## src/ata_pio_disk_target_assert.svh

```systemverilog
// Assertion macros used by the disk target back end.
`ifndef ATA_PIO_DISK_TARGET_ASSERT_SVH
`define ATA_PIO_DISK_TARGET_ASSERT_SVH
// Condition that must hold at every clock edge out of reset.
`define APDT_CHECK(name, cond, msg) \
    name: assert property (@(posedge clk) disable iff (!rst_n) (cond)) else $error(msg);
// Condition that, once true, forces a consequence in the next cycle.
`define APDT_CHECK_NEXT(name, ante, cons, msg) \
    name: assert property (@(posedge clk) disable iff (!rst_n) (ante) |=> (cons)) \
        else $error(msg);
`endif

```

## src/apdt_pkg.sv

```systemverilog
// Types and constants of the ATA PIO disk target.
`default_nettype none
package apdt_pkg;

    localparam int Q_DEPTH = 4;
    localparam int Q_PTR_W = 2;
    localparam int Q_CNT_W = 3;

    // Task file offsets.
    localparam logic [2:0] OFF_DATA   = 3'd0;
    localparam logic [2:0] OFF_ERROR  = 3'd1;
    localparam logic [2:0] OFF_COUNT  = 3'd2;
    localparam logic [2:0] OFF_LBA_LO = 3'd3;
    localparam logic [2:0] OFF_LBA_MI = 3'd4;
    localparam logic [2:0] OFF_LBA_HI = 3'd5;
    localparam logic [2:0] OFF_DRIVE  = 3'd6;
    localparam logic [2:0] OFF_CMD    = 3'd7;

    // Status and error bits.
    localparam logic [7:0] ST_DRDY  = 8'h40;
    localparam logic [7:0] ST_DRQ   = 8'h08;
    localparam logic [7:0] ST_ERR   = 8'h01;
    localparam logic [7:0] ERR_IDNF = 8'h10;
    localparam logic [7:0] ERR_ABRT = 8'h04;

    // Command codes.
    localparam logic [7:0] CMD_READ     = 8'h20;
    localparam logic [7:0] CMD_WRITE    = 8'h30;
    localparam logic [7:0] CMD_FLUSH    = 8'hE7;
    localparam logic [7:0] CMD_IDENTIFY = 8'hEC;

    localparam logic [7:0] DRIVE_RESET = 8'hA0;

    // Configuration register indexes.
    localparam logic CFG_REPORTED = 1'b0;
    localparam logic CFG_MASTER   = 1'b1;

    typedef enum logic [1:0] {
        PH_IDLE  = 2'd0,
        PH_READ  = 2'd1,
        PH_WRITE = 2'd2,
        PH_IDENT = 2'd3
    } phase_t;

    // Request class assigned by the front end.
    typedef enum logic [2:0] {
        K_NOP     = 3'd0,
        K_DATA_RD = 3'd1,
        K_DATA_WR = 3'd2,
        K_REG_RD  = 3'd3,
        K_REG_WR  = 3'd4,
        K_CMD     = 3'd5
    } kind_t;

    typedef struct packed {
        kind_t       kind;
        logic [2:0]  off;
        logic [15:0] data;
    } item_t;

    typedef struct packed {
        logic [15:0] read_data;
        logic [7:0]  status_now;
    } result_t;

endpackage
`default_nettype wire

```

## src/apdt_fifo.sv

```systemverilog
// Small register queue used between the parts of the disk target.
`default_nettype none
module apdt_fifo #(
    parameter int W = 8
) (
    input  wire logic                        clk,
    input  wire logic                        rst_n,
    input  wire logic                        wr,
    input  wire logic [W-1:0]                wdata,
    input  wire logic                        rd,
    output logic [W-1:0]                     rdata,
    output logic                             full,
    output logic                             empty,
    output logic [apdt_pkg::Q_CNT_W-1:0]     count
);
    import apdt_pkg::*;

    logic [W-1:0]       slot_reg [Q_DEPTH];
    logic [Q_PTR_W-1:0] wp_reg, wp_next, rp_reg, rp_next;
    logic [Q_CNT_W-1:0] cnt_reg, cnt_next;
    logic               do_wr, do_rd;

    // Handshake qualification and pointer update.
    always_comb
    begin
        do_wr    = wr && !full;
        do_rd    = rd && !empty;
        wp_next  = do_wr ? wp_reg + 1'b1 : wp_reg;
        rp_next  = do_rd ? rp_reg + 1'b1 : rp_reg;
        cnt_next = cnt_reg + {{(Q_CNT_W-1){1'b0}}, do_wr} - {{(Q_CNT_W-1){1'b0}}, do_rd};
    end

    always_ff @(posedge clk or negedge rst_n)
    begin
        if (!rst_n)
        begin
            wp_reg  <= '0;
            rp_reg  <= '0;
            cnt_reg <= '0;
        end
        else
        begin
            wp_reg  <= wp_next;
            rp_reg  <= rp_next;
            cnt_reg <= cnt_next;
        end
    end

    // Payload slots need no reset.
    always_ff @(posedge clk)
    begin
        if (do_wr)
        begin
            slot_reg[wp_reg] <= wdata;
        end
    end

    assign rdata = slot_reg[rp_reg];
    assign full  = (cnt_reg == Q_CNT_W'(Q_DEPTH));
    assign empty = (cnt_reg == '0);
    assign count = cnt_reg;
endmodule
`default_nettype wire

```

## src/apdt_front.sv

```systemverilog
// Front end: accepts host requests, classifies them and queues them.
`default_nettype none
module apdt_front (
    input  wire logic           clk,
    input  wire logic           rst_n,
    input  wire logic           push,
    output logic                full,
    input  wire logic           req_type,
    input  wire logic [2:0]     reg_offset,
    input  wire logic [15:0]    write_data,
    input  wire logic           take,
    output apdt_pkg::item_t     item,
    output logic                avail
);
    import apdt_pkg::*;

    item_t              cls;
    logic               q_empty;
    logic [Q_CNT_W-1:0] q_count;

    // Classify the request by direction and offset.
    always_comb
    begin
        cls.off  = reg_offset;
        cls.data = write_data;
        if (req_type)
        begin
            case (reg_offset)
                OFF_DATA:  cls.kind = K_DATA_WR;
                OFF_ERROR: cls.kind = K_NOP;
                OFF_CMD:   cls.kind = K_CMD;
                default:   cls.kind = K_REG_WR;
            endcase
        end
        else
        begin
            cls.kind = (reg_offset == OFF_DATA) ? K_DATA_RD : K_REG_RD;
        end
    end

    apdt_fifo #(.W($bits(item_t))) u_q (
        .clk   (clk),
        .rst_n (rst_n),
        .wr    (push),
        .wdata (cls),
        .rd    (take),
        .rdata (item),
        .full  (full),
        .empty (q_empty),
        .count (q_count)
    );

    assign avail = !q_empty && (q_count != '0);
endmodule
`default_nettype wire

```

## config.mk

```make
export PLATFORM = sky130hd
export DESIGN_NAME = apdt_front
export DESIGN_NICKNAME = d
export VERILOG_FILES = /design/src/ata_pio_disk_target_assert.svh /design/src/apdt_pkg.sv /design/src/apdt_fifo.sv /design/src/apdt_front.sv
export SDC_FILE = /design/constraint.sdc
export NUM_CORES = 1
export LEC_CHECK = 0
export BUFFER_PORTS_ARGS = -buffer_cell sky130_fd_sc_hd__buf_2
export CAP_MARGIN = 40
export CORE_UTILIZATION = 27
export DETAILED_ROUTE_END_ITERATION = 16
export PLACE_DENSITY = 0.44
export SLEW_MARGIN = 20
export SYNTH_ARGS = -nofsm -noshare
export SYNTH_HDL_FRONTEND = slang
export SYNTH_HIERARCHICAL = 1
export SYNTH_SLANG_ARGS = --single-unit
export TNS_END_PERCENT = 5
```

## constraint.sdc

```tcl
create_clock -name clk -period 2.4 [get_ports clk]
set_input_delay 0.24 -clock clk [delete_from_list [all_inputs] [get_ports clk]]
set_output_delay 0.24 -clock clk [all_outputs]
set_load 0.005 [all_outputs]
```

==> flow_summary.json <==
{
  "run_status": "complete, no violations",
  "final_common_cell": "sky130_fd_sc_hd__edfxtp_1",
  "syn_avg_cell_area_um2": 22.69,
  "synth.distinct_cells": 25,
  "yosys_warnings": 6,
  "count_of_final_hold_check_violations": 0,
  "fin_crit_period_ns": 2.225,
  "floorplan.rows": 42,
  "grt_max_degree": 23,
  "timing.critical_path.from": "u_q/count[2]",
  "hpwlAfterDp_um": 4109,
  "die_x_um": 119.4,
  "cts-buffers-inserted": 9,
  "layout_cell_share_with_drive_strength_beyond_1_pct": 38.86,
  "maximum_fanout_encountered_on_the_critical_timing_path": 8,
  "finalMaxSlewViolations": 0,
  "cts.sinks": 95,
  "power-per-cell-area_nw_per_um2": 1187,
  "comb_power_share_pct": 29.6,
  "die_h_um": 119.4,
  "max_transition_margin_pct": 74.35,
  "maximum_vdd_drop_uv": 519.3,
  "whs_ns": 0.1240,
  "wl_per_cell_um": 16.85,
  "worstPathArrival_ns": 2.44,
  "areaGrowthSynthToFinish_pct": 20.44,
  "setup.worst_path.class": "flip-flop to flip-flop",
  "fill_cells": 1297,
  "grt_antenna_before_repair": 0,
  "fp.coreArea_um2": 13350,
  "rsz0062_at_grt": "no",
  "maxCapViolations": 0,
  "synth_seq_cells": 95,
  "synth.cell_area_um2": 3721,
  "grt_pass1_wl_um": 10380,
  "synth_fp_nets": 195,
  "achievable-frequency_mhz": 449.4,
  "cts_tree": "built",
  "detailedRoute.firstIterationViolations": 122,
  "clkLatencyLatePin_ns": 0.33,
  "finalCritPeriodShare_pct": 92.71,
  "global_router_s_overall_resource_usage_pct": 10.08,
  "r2r_cells": 8,
  "insertedDiodeCount": 0,
  "die_footprint_um2": 14260,
  "drt_first_pass_iters": 4,
  "power.leakage_uw": 0.001562,
  "setup-violations-final": 0,
  "synth_sequential_area_ratio_pct": 75.72,
  "floorplan.io_pins": 48,
  "crit-reg2reg-capture": "u_q/count[2]",
  "syn-instance-count": 164,
  "final_cell_mix": "sky130_fd_sc_hd__edfxtp_1 (88), sky130_fd_sc_hd__buf_2 (47), sky130_fd_sc_hd__mux4_2 (21)",
  "timing.critical_path.to_type": "flip-flop",
  "placedCellCount": 388,
  "worstMarginPinSlew_ns": 0.3847,
  "first_global_vias": 1819,
  "htree_num_levels": 3,
  "gr-total-overflow": 0,
  "detail_route.vias_per_cell": 4.299,
  "seq_power_share_pct": 44.8,
  "setup.reg_to_reg.worst_slack_ns": 0.17,
  "netSwitchingFraction_pct": 28.11,
  "fin_setup_tns_ns": 0,
  "postRouteWirelength_um": 6824,
  "drc": 0,
  "clk_transition_reported_paths_ns": 0.06,
  "cellInternalPower_uw": 3825,
  "clock_path_buffers": 2,
  "cp_data_required_time_ns": 2.62,
  "r2r_start": "u_q/count[2]",
  "critPathLaunchType": "flip-flop",
  "setup.worst_path.end": "u_q/count[2]",
  "clock-skew-final_ns": 0.006446,
  "final_cells": 405,
  "cts_root_buffer_type": "sky130_fd_sc_hd__clkbuf_16",
  "largest_register_ffs": 88,
  "nets": 255,
  "proportion_of_power_drawn_by_the_clock_network_pct": 25.6,
  "place.port_buffers": 47,
  "starting_density_of_the_core_pct": 27.88,
  "count_of_nets_left_with_antenna_violations_after_detail_routing": 0,
  "detailroute.via_count": 1741,
  "p_sw_uw": 1496,
  "worstHoldPathType": "input port to flip-flop",
  "gp_congestion": 0.6988
}
cell families (layout without fill, tap and decap cells):
| kind of cell | count (synthesis) | count (layout) | share of synthesized area [%] |
|---|---|---|---|
| AO/OA/AOI/OAI | 5 | 5 | 1.042 |
| XOR/XNOR | 5 | 5 | 1.177 |
| adder cells (fa/ha/maj) | 7 | 7 | 2.555 |
| buffers and inverters | 12 | 77 | 2.387 |
| flip-flops | 95 | 95 | 75.72 |
| multiplexers | 22 | 22 | 13.42 |
| AND/OR/NAND/NOR | 18 | 18 | 3.698 |
power groups by stage:
| stage | sequential, µW | clock [µW] | combinational (µW) |
|---|---|---|---|
| after global placement | 2410 | 0 | 1650 |
| after floorplan | 2340 | 0 | 1090 |
| after detailed placement | 2420 | 0 | 1640 |
| after global routing | 2420 | 1450 | 1730 |
| after CTS | 2390 | 1400 | 1650 |
| final | 2380 | 1360 | 1580 |
per-stage QoR:
stage	setup WS, ns	power (µW)	instance area, µm²	util [%]
2_1_floorplan	0.2549	3429	3721	-
3_5_place_dp	0.1934	4065	4189	31.38
5_1_grt	0.06359	5606	4482	33.58
3_3_place_gp	0.2058	4063	4189	31.38
6_report	0.1749	5321	4482	33.58
4_1_cts	0.1717	5431	4482	33.58
what timing repair did:
item                      4_1_cts  5_1_grt
setup buffers                   0        0
hold endpoints to repair        7        0
hold buffers                    1        0
resized for setup               0        0
metal layers:
layer / global-route usage, % / share of wire [%] / up-vias
li1: - / - / 790
met1: 13.28 / 47 / 887
met2: 15.52 / 46 / 54
met3: 3.400 / 5.9 / 10
met4: 3.516 / 1.3 / 0
met5: 0 / 0 / -
worst max-delay path, cell delays in order, from the launching register on:
cell and delay [ns]:
sky130_fd_sc_hd__dfrtp_1 0.47, sky130_fd_sc_hd__o31ai_1 0.40, sky130_fd_sc_hd__inv_1 0.09, sky130_fd_sc_hd__ha_1 0.28, sky130_fd_sc_hd__inv_1 0.03, sky130_fd_sc_hd__ha_1 0.18, sky130_fd_sc_hd__fa_1 0.38, sky130_fd_sc_hd__xor2_1 0.16
sky130_fd_sc_hd__xnor2_1 0.12
worst min-delay path by stage:
| stage | from | end | slack [ns] | cells after the start |
|---|---|---|---|---|
| floorplan | rst_n | u_q/count[0] | -0.06 | 0 |
| global placement | rst_n | u_q/count[0] | 0.09 | 1 |
| detailed placement | rst_n | u_q/count[0] | 0.09 | 1 |
| CTS | write_data[1] | u_q/slot_reg[0][1] | 0.12 | 1 |
| global route | write_data[6] | u_q/slot_reg[3][6] | 0.12 | 1 |
| finish | write_data[10] | u_q/slot_reg[2][10] | 0.12 | 1 |
area by class of cell:
type                            instances  area, µm²  share of cell area [%]
Clock inverter                          4      46.29                   1.033
Clock buffer                           12      236.5                   5.276
Inverter                                6      22.52                  0.5025
Multi-Input combinational cell         57      814.5                   18.17
Sequential cell                        95       2819                   62.90
Timing Repair Buffer                   55      322.8                   7.203
Tap cell                              176      220.2                   4.913
synth_stat cells:
library cell	count	share of area, %
sky130_fd_sc_hd__nor3_2	1	0.27
sky130_fd_sc_hd__fa_1	1	0.54
sky130_fd_sc_hd__o211ai_1	2	0.40
sky130_fd_sc_hd__xor2_1	1	0.24
sky130_fd_sc_hd__nand2_1	2	0.20
sky130_fd_sc_hd__ha_1	6	2.0
sky130_fd_sc_hd__o31ai_1	1	0.20
sky130_fd_sc_hd__nand4bb_1	2	0.61
sky130_fd_sc_hd__edfxtp_1	88	71
sky130_fd_sc_hd__nand3_1	1	0.13
sky130_fd_sc_hd__inv_1	6	0.61
sky130_fd_sc_hd__xnor2_1	4	0.94
sky130_fd_sc_hd__o311ai_1	1	0.24
sky130_fd_sc_hd__mux4_1	1	0.71
sky130_fd_sc_hd__nand2b_1	4	0.67
sky130_fd_sc_hd__o21a_1	1	0.20
sky130_fd_sc_hd__dfrtp_1	7	4.7
sky130_fd_sc_hd__buf_2	3	0.40
sky130_fd_sc_hd__mux4_2	21	13
sky130_fd_sc_hd__buf_6	1	0.30
sky130_fd_sc_hd__nor2_1	1	0.10
sky130_fd_sc_hd__nor3b_4	1	0.50
sky130_fd_sc_hd__nor3_1	2	0.27
sky130_fd_sc_hd__buf_12	2	1.1
sky130_fd_sc_hd__and3b_1	4	0.94
Note: power is estimated with default switching activity, not from simulation.
